--- src/hw/rtl/xdfl_pkg.sv ---
package xdfl_pkg;

  localparam int unsigned MAX_CERT_BYTES = 65536;
  localparam int unsigned POS_W = 17;
  localparam int unsigned ACC_W = 32;
  localparam int unsigned RES_DEPTH = 4;
  localparam int unsigned RES_PTR_W = $clog2(RES_DEPTH);
  localparam int unsigned RES_CNT_W = $clog2(RES_DEPTH + 1);

  localparam logic [7:0] LEN_LONG_MASK = 8'h80;
  localparam logic [6:0] LEN_CNT_MASK = 7'h7f;
  localparam logic [7:0] VERSION_TAG_MASK = 8'ha0;

  localparam logic [2:0] FID_SERIAL_HDR = 3'd0;
  localparam logic [2:0] FID_SERIAL_VAL = 3'd1;
  localparam logic [2:0] FID_ISSUER = 3'd2;
  localparam logic [2:0] FID_VALIDITY = 3'd3;
  localparam logic [2:0] FID_SUBJECT = 3'd4;
  localparam logic [2:0] FID_KEY = 3'd5;

  typedef enum logic [3:0] {
    ST_OUTER,
    ST_BODY,
    ST_FIRST,
    ST_VERSION,
    ST_SERIAL,
    ST_OID,
    ST_ISSUER,
    ST_VALID,
    ST_SUBJ,
    ST_KEY
  } stage_t;

  typedef enum logic [1:0] {
    PH_TAG,
    PH_LEN1,
    PH_LENX,
    PH_SKIP
  } phase_t;

  typedef struct packed {
    logic [2:0]  field_id;
    logic [15:0] offset;
    logic [16:0] length;
    logic        failed;
    logic        last;
  } result_t;

endpackage

--- src/hw/rtl/xdfl_core.sv ---
module xdfl_core (
  input  logic              clk,
  input  logic              rst,
  input  logic              step,
  input  logic [7:0]        data_byte,
  input  logic [16:0]       total_length,
  input  logic              stop_after_issuer,
  output logic              res0_valid,
  output xdfl_pkg::result_t res0,
  output logic              res1_valid,
  output xdfl_pkg::result_t res1
);
  import xdfl_pkg::*;

  logic [POS_W-1:0] pos, pos_next;
  stage_t           stage, stage_next;
  phase_t           phase, phase_next;
  logic [6:0]       len_left, len_left_next;
  logic [ACC_W-1:0] acc, acc_next;
  logic [15:0]      hdr_start, hdr_start_next;
  logic [POS_W-1:0] content_end, content_end_next;
  logic [POS_W-1:0] outer_end, outer_end_next;
  logic [POS_W-1:0] body_end, body_end_next;
  logic [POS_W-1:0] cert_end, cert_end_next;
  logic             finished, finished_next;

  logic             fail;
  logic [2:0]       fail_id;
  logic             hd;
  logic [17:0]      p_ext, cs, reg_end, room_left, ce, nreg, nxt, full, pos_inc;
  logic [6:0]       cnt;

  function automatic logic [2:0] fail_field(stage_t s);
    logic [2:0] f;
    case (s)
      ST_OUTER, ST_BODY, ST_FIRST, ST_VERSION, ST_SERIAL: f = FID_SERIAL_HDR;
      ST_OID, ST_ISSUER: f = FID_ISSUER;
      ST_VALID: f = FID_VALIDITY;
      ST_SUBJ: f = FID_SUBJECT;
      default: f = FID_KEY;
    endcase
    return f;
  endfunction

  always_comb begin
    pos_next         = pos;
    stage_next       = stage;
    phase_next       = phase;
    len_left_next    = len_left;
    acc_next         = acc;
    hdr_start_next   = hdr_start;
    content_end_next = content_end;
    outer_end_next   = outer_end;
    body_end_next    = body_end;
    cert_end_next    = cert_end;
    finished_next    = finished;
    res0_valid       = 1'b0;
    res1_valid       = 1'b0;
    res0             = '0;
    res1             = '0;
    fail             = 1'b0;
    fail_id          = FID_SERIAL_HDR;
    hd               = 1'b0;
    p_ext            = {1'b0, pos};
    cs               = p_ext + 18'd1;
    cnt              = data_byte[6:0] & LEN_CNT_MASK;
    reg_end          = '0;
    room_left        = '0;
    ce               = '0;
    nreg             = '0;
    nxt              = '0;
    full             = '0;

    if (!finished) begin
      if (pos == '0) begin
        if (total_length > POS_W'(MAX_CERT_BYTES)) cert_end_next = POS_W'(MAX_CERT_BYTES);
        else cert_end_next = total_length;
      end
      if (stage == ST_OUTER) reg_end = {1'b0, cert_end_next};
      else if (stage == ST_BODY) reg_end = {1'b0, outer_end};
      else reg_end = {1'b0, body_end};

      if (pos == '0 && cert_end_next < POS_W'(2)) begin
        fail    = 1'b1;
        fail_id = fail_field(stage);
      end else begin
        case (phase)
          PH_TAG: begin
            hdr_start_next = pos[15:0];
            if (data_byte == 8'd0) begin
              fail    = 1'b1;
              fail_id = fail_field(stage);
            end else begin
              if (stage == ST_FIRST) begin
                if ((data_byte & VERSION_TAG_MASK) == VERSION_TAG_MASK) stage_next = ST_VERSION;
                else stage_next = ST_SERIAL;
              end
              phase_next = PH_LEN1;
            end
          end
          PH_LEN1: begin
            if ((data_byte & LEN_LONG_MASK) != 8'd0) begin
              acc_next = '0;
              if (p_ext + {11'd0, cnt} + 18'd1 > reg_end) begin
                fail    = 1'b1;
                fail_id = fail_field(stage);
              end else if (cnt == 7'd0) begin
                hd = 1'b1;
              end else begin
                len_left_next = cnt;
                phase_next    = PH_LENX;
              end
            end else begin
              acc_next = {24'd0, data_byte};
              hd       = 1'b1;
            end
          end
          PH_LENX: begin
            acc_next      = {acc[ACC_W-9:0], data_byte};
            len_left_next = len_left - 7'd1;
            if (len_left_next == 7'd0) hd = 1'b1;
          end
          default: begin
            if (cs >= {1'b0, content_end}) phase_next = PH_TAG;
          end
        endcase
      end

      if (hd) begin
        room_left = reg_end - cs;
        if (acc_next > {14'd0, room_left}) begin
          fail    = 1'b1;
          fail_id = fail_field(stage);
        end else begin
          ce               = cs + acc_next[17:0];
          content_end_next = ce[POS_W-1:0];
          full             = ce - {2'd0, hdr_start};
          nxt              = ce;
          nreg             = {1'b0, body_end};
          case (stage)
            ST_OUTER: begin
              outer_end_next = ce[POS_W-1:0];
              stage_next     = ST_BODY;
              nxt            = cs;
              nreg           = ce;
            end
            ST_BODY: begin
              body_end_next = ce[POS_W-1:0];
              stage_next    = ST_FIRST;
              nxt           = cs;
              nreg          = ce;
            end
            ST_VERSION: stage_next = ST_SERIAL;
            ST_SERIAL: begin
              res0_valid    = 1'b1;
              res0.field_id = FID_SERIAL_HDR;
              res0.offset   = hdr_start;
              res0.length   = full[16:0];
              res1_valid    = 1'b1;
              res1.field_id = FID_SERIAL_VAL;
              res1.offset   = cs[15:0];
              res1.length   = acc_next[16:0];
              stage_next    = ST_OID;
            end
            ST_OID: stage_next = ST_ISSUER;
            ST_ISSUER: begin
              res0_valid    = 1'b1;
              res0.field_id = FID_ISSUER;
              res0.offset   = hdr_start;
              res0.length   = full[16:0];
              if (stop_after_issuer) begin
                res0.last     = 1'b1;
                finished_next = 1'b1;
              end else begin
                stage_next = ST_VALID;
              end
            end
            ST_VALID: begin
              res0_valid    = 1'b1;
              res0.field_id = FID_VALIDITY;
              res0.offset   = cs[15:0];
              res0.length   = acc_next[16:0];
              stage_next    = ST_SUBJ;
            end
            ST_SUBJ: begin
              res0_valid    = 1'b1;
              res0.field_id = FID_SUBJECT;
              res0.offset   = hdr_start;
              res0.length   = full[16:0];
              stage_next    = ST_KEY;
            end
            default: begin
              res0_valid    = 1'b1;
              res0.field_id = FID_KEY;
              res0.offset   = hdr_start;
              res0.length   = full[16:0];
              res0.last     = 1'b1;
              finished_next = 1'b1;
            end
          endcase
          if (!finished_next) begin
            if (nxt + 18'd2 > nreg) begin
              fail    = 1'b1;
              fail_id = fail_field(stage_next);
            end else if (nxt == cs) begin
              phase_next = PH_TAG;
            end else begin
              phase_next = PH_SKIP;
            end
          end
        end
      end

      if (fail) begin
        res0_valid    = 1'b1;
        res0          = '0;
        res0.field_id = fail_id;
        res0.failed   = 1'b1;
        res0.last     = 1'b1;
        res1_valid    = 1'b0;
        finished_next = 1'b1;
      end
    end

    pos_inc  = p_ext + 18'd1;
    pos_next = pos_inc[POS_W-1:0];
    if (finished_next && pos_inc >= {1'b0, cert_end_next}) begin
      pos_next      = '0;
      stage_next    = ST_OUTER;
      phase_next    = PH_TAG;
      len_left_next = '0;
      acc_next      = '0;
      finished_next = 1'b0;
    end

    if (!step) begin
      res0_valid = 1'b0;
      res1_valid = 1'b0;
    end
  end

  always_ff @(posedge clk) begin
    if (rst) begin
      pos         <= '0;
      stage       <= ST_OUTER;
      phase       <= PH_TAG;
      len_left    <= '0;
      acc         <= '0;
      hdr_start   <= '0;
      content_end <= '0;
      outer_end   <= '0;
      body_end    <= '0;
      cert_end    <= '0;
      finished    <= 1'b0;
    end else if (step) begin
      pos         <= pos_next;
      stage       <= stage_next;
      phase       <= phase_next;
      len_left    <= len_left_next;
      acc         <= acc_next;
      hdr_start   <= hdr_start_next;
      content_end <= content_end_next;
      outer_end   <= outer_end_next;
      body_end    <= body_end_next;
      cert_end    <= cert_end_next;
      finished    <= finished_next;
    end
  end

endmodule

--- src/hw/rtl/xdfl_res_fifo.sv ---
module xdfl_res_fifo (
  input  logic              clk,
  input  logic              rst,
  input  logic              wr0,
  input  xdfl_pkg::result_t din0,
  input  logic              wr1,
  input  xdfl_pkg::result_t din1,
  output logic              room2,
  output logic              out_valid,
  input  logic              out_ready,
  output xdfl_pkg::result_t dout
);
  import xdfl_pkg::*;

  result_t                entry [RES_DEPTH];
  logic [RES_PTR_W-1:0]   wp, rp;
  logic [RES_CNT_W-1:0]   count, count_next;
  logic                   pop;
  logic [RES_PTR_W-1:0]   wp1;

  assign out_valid = (count != '0);
  assign dout      = entry[rp];
  assign pop       = out_valid && out_ready;
  assign room2     = (count <= RES_CNT_W'(RES_DEPTH - 2));
  assign wp1       = wp + RES_PTR_W'(1);

  always_comb begin
    count_next = count + RES_CNT_W'(wr0) + RES_CNT_W'(wr0 && wr1) - RES_CNT_W'(pop);
  end

  always_ff @(posedge clk) begin
    if (wr0) entry[wp] <= din0;
    if (wr0 && wr1) entry[wp1] <= din1;
  end

  always_ff @(posedge clk) begin
    if (rst) begin
      wp    <= '0;
      rp    <= '0;
      count <= '0;
    end else begin
      count <= count_next;
      if (pop) rp <= rp + RES_PTR_W'(1);
      if (wr0 && wr1) wp <= wp + RES_PTR_W'(2);
      else if (wr0) wp <= wp1;
    end
  end

endmodule

--- src/hw/rtl/x509_der_field_locator_top.sv ---
// path: an accepted byte is held in the input register, parsed by the core and its results
// written into the result queue; a second result (serial value) is queued with the first
// throughput: one byte per cycle; the parser core does one header step per byte
// and stalls input only while the four-entry result queue lacks room for two
// reset: rst is synchronous, active high; clears the parser, queue and register
module x509_der_field_locator_top (
  input  logic        clk,
  input  logic        rst,
  input  logic        s_axis_tvalid,
  output logic        s_axis_tready,
  input  logic [31:0] s_axis_tdata,  // data_byte[7:0], total_length[24:8], zero pad
  output logic        m_axis_tvalid,
  input  logic        m_axis_tready,
  output logic [39:0] m_axis_tdata,  // offset[15:0], length[32:16], zero pad
  output logic [3:0]  m_axis_tuser,  // field_id[2:0], failed[3]
  output logic        m_axis_tlast,
  input  logic        cfg_valid,
  output logic        cfg_ready,
  input  logic        cfg_data       // stop_after_issuer
);
  import xdfl_pkg::*;

  logic        in_valid;
  logic [7:0]  in_byte;
  logic [16:0] in_total;
  logic        stop_after_issuer;
  logic        room2;
  logic        step;
  logic        res0_valid, res1_valid;
  result_t     res0, res1, head;

  assign step          = in_valid && room2;
  assign s_axis_tready = !in_valid || room2;
  assign cfg_ready     = 1'b1;

  always_ff @(posedge clk) begin
    if (s_axis_tvalid && s_axis_tready) begin
      in_byte  <= s_axis_tdata[7:0];
      in_total <= s_axis_tdata[24:8];
    end
  end

  always_ff @(posedge clk) begin
    if (rst) begin
      in_valid          <= 1'b0;
      stop_after_issuer <= 1'b0;
    end else begin
      if (s_axis_tready) in_valid <= s_axis_tvalid;
      if (cfg_valid && cfg_ready) stop_after_issuer <= cfg_data;
    end
  end

  xdfl_core u_core (
    .clk               (clk),
    .rst               (rst),
    .step              (step),
    .data_byte         (in_byte),
    .total_length      (in_total),
    .stop_after_issuer (stop_after_issuer),
    .res0_valid        (res0_valid),
    .res0              (res0),
    .res1_valid        (res1_valid),
    .res1              (res1)
  );

  xdfl_res_fifo u_fifo (
    .clk       (clk),
    .rst       (rst),
    .wr0       (res0_valid),
    .din0      (res0),
    .wr1       (res1_valid),
    .din1      (res1),
    .room2     (room2),
    .out_valid (m_axis_tvalid),
    .out_ready (m_axis_tready),
    .dout      (head)
  );

  assign m_axis_tdata = {7'd0, head.length, head.offset};
  assign m_axis_tuser = {head.failed, head.field_id};
  assign m_axis_tlast = head.last;

endmodule

--- config.mk ---
export PLATFORM = sky130hd
export DESIGN_NAME = x509_der_field_locator_top
export DESIGN_NICKNAME = d
export VERILOG_FILES = /design/src/hw/rtl/xdfl_pkg.sv /design/src/hw/rtl/xdfl_core.sv /design/src/hw/rtl/xdfl_res_fifo.sv /design/src/hw/rtl/x509_der_field_locator_top.sv
export SDC_FILE = /design/constraint.sdc
export NUM_CORES = 1
export LEC_CHECK = 0
export BUFFER_PORTS_ARGS = -buffer_cell sky130_fd_sc_hd__buf_2
export CAP_MARGIN = 0
export CORE_MARGIN = 8
export CORE_UTILIZATION = 30
export CTS_CLUSTER_SIZE = 30
export DETAILED_ROUTE_END_ITERATION = 12
export MAX_ROUTING_LAYER = met4
export SETUP_SLACK_MARGIN = 0.1
export SLEW_MARGIN = 20
export SYNTH_ARGS = -nofsm -noshare
export SYNTH_HDL_FRONTEND = slang
export SYNTH_HIERARCHICAL = 1
export SYNTH_SLANG_ARGS = --single-unit
--- constraint.sdc ---
create_clock -name clk -period 9.6 [get_ports clk]
set_clock_uncertainty 0.2 [all_clocks]
set_input_delay 0.96 -clock clk [delete_from_list [all_inputs] [get_ports clk]]
set_output_delay 0.96 -clock clk [all_outputs]
set_load 0.01 [all_outputs]
# [After elaboration in Yosys (flattened, before gate mapping)]
# Memory sizes are Yosys's and may differ from the RTL's. A register that Yosys moved wholly into a read port is not among the register bits.
# Cells that the tools add are included.
# Widths: inputs -> output; s select.
[word_totals] n_memories=6 word_cells=224 romBits=240 register_bits=181 out_inout_bits=48 in_bits=38 ramBits=152
[memory_table] name="u_fifo.entry" depth=4 width=38 read_ports=1 rd_ports_with_merged_regs=1 write_ports=2 line_no="xdfl_res_fifo.sv:15" text="result_t entry [RES_DEPTH];"
[memory_table] name="(no name shown)" depth=16 width=3 read_ports=1 rd_ports_with_merged_regs=1 write_ports=0 line_no="xdfl_core.sv:35" text="case (s)"
[memory_table] name="(no name shown)" depth=16 width=3 read_ports=1 rd_ports_with_merged_regs=1 write_ports=0 line_no="xdfl_core.sv:35"
[memory_table] name="(no name shown)" depth=16 width=3 read_ports=1 rd_ports_with_merged_regs=1 write_ports=0 line_no="xdfl_core.sv:35"
[memory_table] name="(no name shown)" depth=16 width=3 read_ports=1 rd_ports_with_merged_regs=1 write_ports=0 line_no="xdfl_core.sv:35"
[memory_table] name="(no name shown)" depth=16 width=3 read_ports=1 rd_ports_with_merged_regs=0 write_ports=0 line_no="xdfl_core.sv:35"
[classes] n_eq_ne=17 bitwise_logic=3 reduce_logical=26 mux=132 order_cmp=8 addsub=14
[ops] operator="$mux 18" n=10
[ops] operator="$mux 36" n=5
[ops] operator="$pmux 36 s5" n=1
[ops] operator="$mux 32" n=4
[ops] operator="$mux 17" n=6
[ops] operator="$mux 4" n=20
[ops] operator="$mux 38" n=2
[ops] operator="$pmux 32 s2" n=1
[ops] operator="$mux 7" n=7
[ops] operator="$mux 1" n=42
[ops] operator="$ge 18x17->1" n=2
[ops] operator="$gt 18x18->1" n=2
[ops] operator="$mux 2" n=17
[ops] operator="$mux 34" n=1
[ops] operator="$gt 32x18->1" n=1
[ops] operator="$pmux 4 s8" n=1
[ops] operator="$mux 3" n=9
[ops] operator="$add 17x1->18 const B" n=1
[ops] operator="$add 17x7->18" n=1
[ops] operator="$add 18x1->18 const B" n=1
[ops] operator="$add 18x18->18" n=1
[ops] operator="$add 18x2->18 const B" n=1
[ops] operator="$eq 18x18->1" n=1
[ops] operator="$sub 18x18->18" n=1
[ops] operator="40 further kinds" n=62

# [Longest topological paths before layout]
# Gate-level depths: netlist of the first run.
[depth] depth_word=28 depth_mapped=40 depth_no_buf=37

# [Modules after synthesis]
# The synthesis of the first run kept the hierarchy.
[by_module_without_submodules] mod="xdfl_core" n_inst=1 area_per_inst_um2=14053.5 seq_area_each_um2=3002.9 cells_per_inst=1966
[by_module_without_submodules] mod="xdfl_res_fifo" n_inst=1 area_per_inst_um2=7985.2 seq_area_each_um2=4744.6 cells_per_inst=424
[by_module_without_submodules] mod="x509_der_field_locator_top" n_inst=1 area_per_inst_um2=914.6 seq_area_each_um2=790.8 cells_per_inst=44

# [Least setup slack after synthesis of the first run]
# OpenSTA, ideal clock, no wires.
[synth_path] path_kind="reg2reg" start="register in_total[3]" end="memory u_fifo/entry[2][0] in the netlist's numbering (enable)" setup_slack_ps=132 t_arrival_ps=8872 path_stages_with_launch=37 period_less_slack_ps=9468 path_cell_list="edfxtp_1 -> or4_1 -> or4b_4 -> nor4_4 -> nand2b_1 -> clkbuf_1 -> clkbuf_1 -> nand2_1 -> nand2_1 -> ha_1 -> o21ai_0 -> o21bai_1 -> a2111oi_0 -> nor2_1 -> xor2_1 -> a32oi_1 -> nor4_1 -> o2111ai_1 -> xor2_1 -> ha_1 -> nand2_1 -> nor4_1 -> o221ai_1 -> a31oi_1 -> a211oi_1 -> or3_1 -> nand2_1 -> a21oi_1 -> nor2_1 -> nand2_1 -> nand2_1 -> and2_1 -> buf_6 -> nand2_4 -> buf_6 -> buf_6 -> nand2_1"
[synth_lines] element="start, declared" line_no="x509_der_field_locator_top.sv:25" text="logic [16:0] in_total;"
[synth_lines] element="start signal, assigned" line_no="x509_der_field_locator_top.sv:39" text="in_total <= s_axis_tdata[24:8];"
[synth_lines] element="end, declared" line_no="xdfl_res_fifo.sv:15"

# [Final worst setup path of the first run]
[layout_path] start="register in_total[3]" end="register u_fifo.count[2]"
[layout_via] elab_chain_len=26 word_cells_on_any_way=52 cone_classes="add/sub (6); order compare (5); mux (39); reduce/logical (2)"
[layout_lines] element="$gt 17x17->1" line_no="xdfl_core.sv:76" text="if (total_length > POS_W'(MAX_CERT_BYTES)) cert_end_next = POS_W'(MAX_CERT_BYTES);"
[layout_lines] element="$mux 17 *" line_no="xdfl_core.sv:76"
[layout_lines] element="$mux 17 *" line_no="xdfl_core.sv:75" text="if (pos == '0) begin"
[layout_lines] element="$mux 17 *" line_no="xdfl_core.sv:74" text="if (!finished) begin"
[layout_lines] element="$lt 17x2->1" line_no="xdfl_core.sv:83" text="if (pos == '0 && cert_end_next < POS_W'(2)) begin"
[layout_lines] element="$logic_and 1x1->1" line_no="xdfl_core.sv:83"
[layout_lines] element="$mux 32" line_no="xdfl_core.sv:83"
[layout_lines] element="$mux 32" line_no="xdfl_core.sv:74"
[layout_lines] element="[... 11 more ...]"
[layout_lines] element="$mux 1" line_no="xdfl_core.sv:74"
[layout_lines] element="$mux 1 *" line_no="xdfl_core.sv:214" text="if (fail) begin"
[layout_lines] element="$mux 1 *" line_no="xdfl_core.sv:74"
[layout_lines] element="$mux 1 *" line_no="xdfl_core.sv:236" text="if (!step) begin"
[layout_lines] element="via res0_valid" line_no="x509_der_field_locator_top.sv:29" text="logic res0_valid, res1_valid;"
[layout_lines] element="$add 3x1->3 or $logic_and 1x1->1 (tied branches)" line_no="xdfl_res_fifo.sv:28" text="count_next = count + RES_CNT_W'(wr0) + RES_CNT_W'(wr0 && wr1) - RES_CNT_W'(pop);"
[layout_lines] element="$add 3x1->3 *" line_no="xdfl_res_fifo.sv:28"
[layout_lines] element="$sub 3x1->3 *" line_no="xdfl_res_fifo.sv:28"
[layout_lines] element="end signal, assigned" line_no="xdfl_res_fifo.sv:42" text="count <= count_next;"
[layout_lines] element="end, declared" line_no="xdfl_res_fifo.sv:17" text="logic [RES_CNT_W-1:0] count, count_next;"
# Mark *: on every way through the listed nets, which the timed path passes. The rest lies on a longest branch. The select of a mux whose other input is x is not followed.
# A chain may end at the register's enable or synchronous reset.

==> impl_metrics.env, run 1 <==
export IMPL_outcome="finished clean"
export IMPL_final_hold_slack_ps=253
export IMPL_die_area_sq_mm=0.0856
export IMPL_via_count=18982
export IMPL_leading_cell_type_in_the_layout_fill_and_taps_excluded="nand2_1"
export IMPL_insertion_delay_ps=570
export IMPL_timing_reg2reg_worst_path_depth=37
export IMPL_synthesis_area_sq_mm=0.0230
export IMPL_yosysSeqAreaShare=0.372
export IMPL_data_required_time_at_the_worst_endpoint_ps=9840
export IMPL_crit_start="in_total[3]"
export IMPL_groute_usage_overall=0.173
export IMPL_grt_pass1_vias=17996
export IMPL_grt_first_pass_wirelength_mm=112
export IMPL_worst_setup_hold_path_clk_slew_ps=60
export IMPL_postLayoutSetupSlackWorst_ps=468
export IMPL_min_delay_worst_endpoint="u_core/content_end[3]"
export IMPL_cp_slowest_cell="or4b_4"
export IMPL_reg2reg_setup_slack_ps=470
export IMPL_syn2layout_area_growth_pct=14.5
export IMPL_synth_cell_types=88
export IMPL_timing_hold_worst_class="reg -> reg"
export IMPL_coreArea_sq_mm=0.0758
export IMPL_n_fill_cell=7779
export IMPL_synth_area_per_cell_sq_um=9.43
export IMPL_relSlewSlack=0.303
export IMPL_final_util=0.347
export IMPL_dominantRegCellSynth="edfxtp_1"
export IMPL_clk_sinks=338
export IMPL_crit_fanout=6
export IMPL_dp_worst_setup_slack_ps=227
export IMPL_drt_vias_per_instance=5.39
export IMPL_crit_path_max_incr_delay_ps=580
export IMPL_maximum_number_of_buffers_from_clock_root_to_sink=3
export IMPL_cts_root_buf="clkbuf_16"
export IMPL_nNetsFinal=2718
export IMPL_report_power_total_mw=4.47
export IMPL_postSynth_asyncResetShare=0
export IMPL_dp_hpwl_mm=54.6
export IMPL_rows=101
export IMPL_synth_cells=2434
export IMPL_cts_buffers_inserted=42
export IMPL_place_gp_congestion=0.987
export IMPL_holdPathStages=2
export IMPL_synthDominantAreaCellType="edfxtp_1"
export IMPL_vdd_ir_drop_max_mv=0.112
export IMPL_slew_violations=0
export IMPL_rsz0062_at_grt="false"
export IMPL_fmax_ghz=0.110
export IMPL_power_leakage_nw=10.2
export IMPL_die_x_um=293
export IMPL_area_sequential_sq_mm=0.00854
export IMPL_maxCapViolations=0
export IMPL_netlist_top_cells_area="edfxtp_1 (23%), dfxtp_1 (14%), ha_1 (8.7%)"
export IMPL_critical_path_class="reg -> reg"
export IMPL_number_of_flops_mapped_to_enable_cells_by_yosys=177
export IMPL_start_util=0.303
export IMPL_setup_total_negative_slack_ps=0
export IMPL_pin_count=86
export IMPL_synth_register_bits=338
export IMPL_synth_top_area_frac=0.232
export IMPL_n_antenna_cell=0
export IMPL_hold_violations=0
export IMPL_tritoncts="yes"
export IMPL_postRouteAntennaNets=0
export IMPL_timing_critical_path_to_type="register"
export IMPL_maximum_number_of_pins_on_one_net_before_global_route_repair=67
export IMPL_reg_to_reg_critical_path_startpoint="in_total[3]"
export IMPL_final_routed_wirelength_mm=74.8
export IMPL_vertical_die_dimension_um=293
export IMPL_cp_data_arrival_time_ps=9380
export IMPL_tightest_slew_ps=1040
export IMPL_placement_io_buffers=70
export IMPL_crit_path_frequent_cell="nand2_1"
export IMPL_initial_drt_pass_iterations=5
export IMPL_cts_htree_levels=2
export IMPL_startpoint_type="register"
export IMPL_cts_hold_buffers_added=0
export IMPL_layout_cells_most_common_list="nand2_1 (273), nor2_1 (187), a21oi_1 (182), edfxtp_1 (177)"
export IMPL_grt_overflow=0
export IMPL_drt_drc_violations_left=0
export IMPL_route_detailed_wl_per_inst_um=21.2
export IMPL_layout_drive_gt1_share=0.192
export IMPL_power_density_mw_per_mm2=170
export IMPL_antenna_found_initial=1
export IMPL_drt_iter0_drc=1886
export IMPL_post_route_period_util=0.951
export IMPL_multi_input_combinational_cell_area_sq_mm=0.0135
export IMPL_worst_hold_startpoint="u_core/content_end[3]"
export IMPL_finalSetupViolCount=0
export IMPL_period_needed_ps=9130
export IMPL_end_of_the_worst_register_to_register_path="u_fifo/count[2]"
export IMPL_number_of_warnings_reported_in_the_yosys_synthesis_log=6
==> flip-flops by register name, indices dropped and copies added, names as in the netlist, 8 cells and up, named ones only <==
signal,count
u_fifo/entry,152
u_core/acc,32
in_total,17
u_core/body_end,17
u_core/cert_end,17
u_core/content_end,17
u_core/outer_end,17
u_core/pos,17
u_core/hdr_start,16
in_byte,8
==> cell families after synthesis <==
kind of cell    synth area share
fa+ha+maj                 0.0925
other cells             0.000491
mux                        0.133
compound gates             0.147
buf+inv                   0.0483
flops                      0.372
simple gates               0.165
xor+xnor                  0.0424
==> where the power goes <==
part           internal (mW)  switching [mW]  leakage (nW)
clock                  0.936           0.643         0.663
combinational          0.499           0.796          6.61
sequential              1.56          0.0389          2.92
==> per-layer routing <==
layer	vias to the layer above	GRT usage	share of wire
met3	120	0.0278	0.070
met5	-	-	0
li1	9011	-	-
met4	0	0.0539	0.030
met1	9187	0.235	0.46
met2	664	0.262	0.44
==> cell type report <==
cell class                 count  area share
inverter                     107      0.0153
timing repair buffer         179      0.0489
clock inverter                25     0.00924
tap                          978      0.0466
sequential                   338       0.325
multi-input combinational   1846       0.513
clock buffer                  50      0.0423
==> stage by stage <==
| stage | cell area [sq um] | instances |
|---|---|---|
| final | 26300 | 3523 |
| after global routing | 26300 | 3523 |
| after CTS | 26200 | 3522 |
| after detailed placement | 24800 | 3447 |
| after global placement | 24800 | 3447 |
| after floorplan | 23000 | 2443 |
==> critical path: cells and delay by family (launching register included) <==
family	cells	cell delay, ps
flops	1	370
buf+inv	3	380
fa+ha+maj	5	1850
xor+xnor	3	480
compound gates	7	1410
simple gates	19	4300
==> how the worst max path moves through the flow <==
stage                               end  slack [ps]  cells past startpoint
floorplan            u_fifo/entry[2][0]         130                     36
global placement    u_fifo/entry[0][29]         260                     36
detailed placement      u_fifo/count[2]         230                     37
CTS                     u_fifo/count[2]         180                     37
global route            u_fifo/count[2]          90                     37
finish                  u_fifo/count[2]         470                     37
==> cells in the mapped netlist (17+ instances only) <==
| cell | n |
|---|---|
| clkbuf_1 | 108 |
| a21o_1 | 19 |
| a22oi_1 | 61 |
| nor2_1 | 192 |
| xor2_1 | 42 |
| mux4_2 | 38 |
| nand2b_1 | 29 |
| o21ai_0 | 83 |
| inv_1 | 105 |
| mux2_4 | 36 |
| nand3_1 | 112 |
| nor4_1 | 17 |
| o21a_1 | 19 |
| dfxtp_1 | 161 |
| edfxtp_1 | 177 |
| mux2i_1 | 31 |
| a21boi_0 | 17 |
| xnor2_1 | 69 |
| nor3_1 | 44 |
| nand2_1 | 277 |
| mux2_2 | 119 |
| a21oi_1 | 185 |
| ha_1 | 160 |
| a211oi_1 | 34 |
| nor2b_1 | 39 |
==> timing repair <==
action	CTS	global route
endpoints found under the setup margin	0	322
setup buffers	0	1
gates resized for setup	0	14
(Power assumes the default switching activity.)
==> run 2, diff against run 1 <==
--- a/config.mk
+++ b/config.mk
@@ -12,6 +12,7 @@
 export CTS_CLUSTER_SIZE = 30
 export DETAILED_ROUTE_END_ITERATION = 12
 export MAX_ROUTING_LAYER = met4
+export REMOVE_ABC_BUFFERS = 1
 export SETUP_SLACK_MARGIN = 0.1
 export SLEW_MARGIN = 20
 export SYNTH_ARGS = -nofsm -noshare
==> impl_metrics.env, run 2 (synthesis gave the netlist of run 1 again) <==
export IMPL_outcome="finished clean"
export IMPL_layoutNonFillerInstCount=3531
export IMPL_period_needed_ps=9040
export IMPL_start_util=0.303
export IMPL_layout_drive_gt1_share=0.195
export IMPL_timing_critical_path_to_type="register"
export IMPL_detailed_place_area_sq_mm=0.0249
export IMPL_fmax_ghz=0.111
export IMPL_critical_path_class="reg -> reg"
export IMPL_dp_worst_setup_slack_ps=275
export IMPL_pin_count=86
export IMPL_power_density_mw_per_mm2=169
export IMPL_drt_iter0_drc=1601
export IMPL_register_containing_the_most_flip_flops_in_the_final_layout="u_fifo/entry"
export IMPL_cp_data_arrival_time_ps=9250
export IMPL_crit_path_frequent_cell="nand2_1"
export IMPL_switching_share=0.322
export IMPL_final_routed_wirelength_mm=74.0
export IMPL_combPwrFrac=0.280
export IMPL_maximum_number_of_pins_on_one_net_before_global_route_repair=62
export IMPL_finalSetupViolCount=0
export IMPL_clkPwrFrac=0.358
export IMPL_reg2reg_setup_slack_ps=560
export IMPL_coreArea_sq_mm=0.0758
export IMPL_insertion_delay_ps=560
export IMPL_final_util=0.348
export IMPL_n_antenna_cell=0
export IMPL_antenna_found_initial=0
export IMPL_drt_vias_per_instance=5.32
export IMPL_final_hold_slack_ps=253
export IMPL_min_delay_worst_endpoint="u_core/content_end[3]"
export IMPL_groute_usage_overall=0.171
export IMPL_final_cell_area_sq_mm=0.0263
export IMPL_report_power_total_mw=4.45
export IMPL_internal_power_mw=3.02
export IMPL_cts_htree_levels=2
export IMPL_clk_sinks=338
export IMPL_layout_cells_most_common_list="nand2_1 (273), nor2_1 (187), a21oi_1 (184), edfxtp_1 (177), ha_1 (160)"
export IMPL_placement_io_buffers=70
export IMPL_reg_to_reg_critical_path_startpoint="in_total[4]"
export IMPL_crit_path_max_incr_delay_ps=580
export IMPL_route_top_layer_used="met4"
export IMPL_crit_buf_inv=4
export IMPL_relSlewSlack=0.228
export IMPL_grt_pass1_vias=18148
export IMPL_rsz0062_at_grt="false"
export IMPL_maxCapViolations=0
export IMPL_route_detailed_wl_per_inst_um=21.0
export IMPL_met3WireLength_mm=4.71
export IMPL_holdPathStages=2
export IMPL_worst_hold_startpoint="u_core/content_end[3]"
export IMPL_numPlacedInstances=3458
export IMPL_drt_drc_violations_left=0
export IMPL_grt_first_pass_wirelength_mm=112
export IMPL_leading_cell_type_in_the_layout_fill_and_taps_excluded="nand2_1"
export IMPL_cts_root_buf="clkbuf_16"
export IMPL_end_of_the_worst_register_to_register_path="u_fifo/count[2]"
export IMPL_dp_hpwl_mm=54.1
export IMPL_hold_violations=0
export IMPL_share_seq_of_total_power=0.362
export IMPL_timing_reg2reg_worst_path_depth=37
export IMPL_place_gp_congestion=1.01
export IMPL_reg_top3="u_fifo/entry: 152 flops, u_core/acc: 32 flops"
export IMPL_met2RoutedLength_mm=34.2
export IMPL_maximum_number_of_buffers_from_clock_root_to_sink=3
export IMPL_vdd_ir_drop_max_mv=0.105
export IMPL_postLayoutSetupSlackWorst_ps=557
export IMPL_worst_setup_hold_path_clk_slew_ps=60
export IMPL_power_leakage_nw=10.3
export IMPL_nNetsFinal=2727
export IMPL_tritoncts="yes"
export IMPL_slew_violations=0
export IMPL_cts_buffers_inserted=40
export IMPL_setup_total_negative_slack_ps=0
export IMPL_crit_fanout=8
export IMPL_data_required_time_at_the_worst_endpoint_ps=9810
export IMPL_vertical_die_dimension_um=293
export IMPL_wirelength_met1_mm=32.4
export IMPL_rows=101
export IMPL_largest_reg_flops=152
export IMPL_die_x_um=293
export IMPL_initial_drt_pass_iterations=6
export IMPL_tightest_slew_ps=1150
export IMPL_timing_hold_worst_class="reg -> reg"
export IMPL_grt_overflow=0
export IMPL_die_area_sq_mm=0.0856
export IMPL_crit_family="simple AND/OR/NAND/NOR gates"
export IMPL_cp_slowest_cell="or4b_4"
export IMPL_switching_power_total_mw=1.44
export IMPL_syn2layout_area_growth_pct=14.8
export IMPL_post_route_period_util=0.942
export IMPL_via_count=18800
export IMPL_startpoint_type="register"
export IMPL_postRouteAntennaNets=0
-- run 2: cell count changes in the layout (fill, tap and decap cells not counted), sizes merged --
cell    delta
clkinv     -6
inv        -2
buf       +11
bufinv     +1
clkbuf     +4
-- run 2: area by class of cell --
type | count | area (sq um)
Timing Repair Buffer | 190 | 1380
Inverter | 107 | 402
Multi-Input combinational cell | 1846 | 13400
Fill cell | 7764 | 49500
Clock buffer | 54 | 1140
Tap cell | 978 | 1220
Sequential cell | 338 | 8540
Clock inverter | 18 | 219
-- run 2: routing by layer --
| layer | GRT usage | vias up |
|---|---|---|
| met1 | 0.221 | 9022 |
| met2 | 0.274 | 644 |
| met4 | 0.0607 | 0 |
| li1 | - | 9004 |
| met3 | 0.0257 | 130 |
| met5 | - | - |
-- run 2: worst max path at each step --
stage | startpoint | to | cells after the start
final | in_total[4] | u_fifo/count[2] | 37
after global routing | in_total[3] | u_fifo/count[2] | 38
after CTS | in_total[4] | u_fifo/count[2] | 37
after detailed placement | in_total[4] | u_fifo/count[2] | 37
after global placement | u_core/pos[6] | u_fifo/count[2] | 37
after floorplan | u_core/stage[1] | u_fifo/entry[0][0] | 27
-- run 2: worst reg2reg max path, delay by kind of cell (launching register included) --
family	cells	cell delay (ps)
fa+ha+maj	4	1550
flops	1	400
buf+inv	4	740
xor+xnor	4	740
compound gates	8	1620
simple gates	17	3620
-- run 2: repair_timing --
action	4_1_cts	5_1_grt
gates resized for setup	0	10
buffers inserted	0	1
hold buffers	0	0
endpoints found under the setup margin	0	333
-- run 2: power groups by stage --
stage                     clock network [mW]  logic (mW)  registers [mW]
after floorplan                            0       0.805            1.66
after global placement                     0        1.23            1.64
after detailed placement                   0        1.24            1.64
after CTS                               1.63        1.24            1.61
after global routing                    1.68        1.37            1.62
final                                   1.59        1.25            1.61
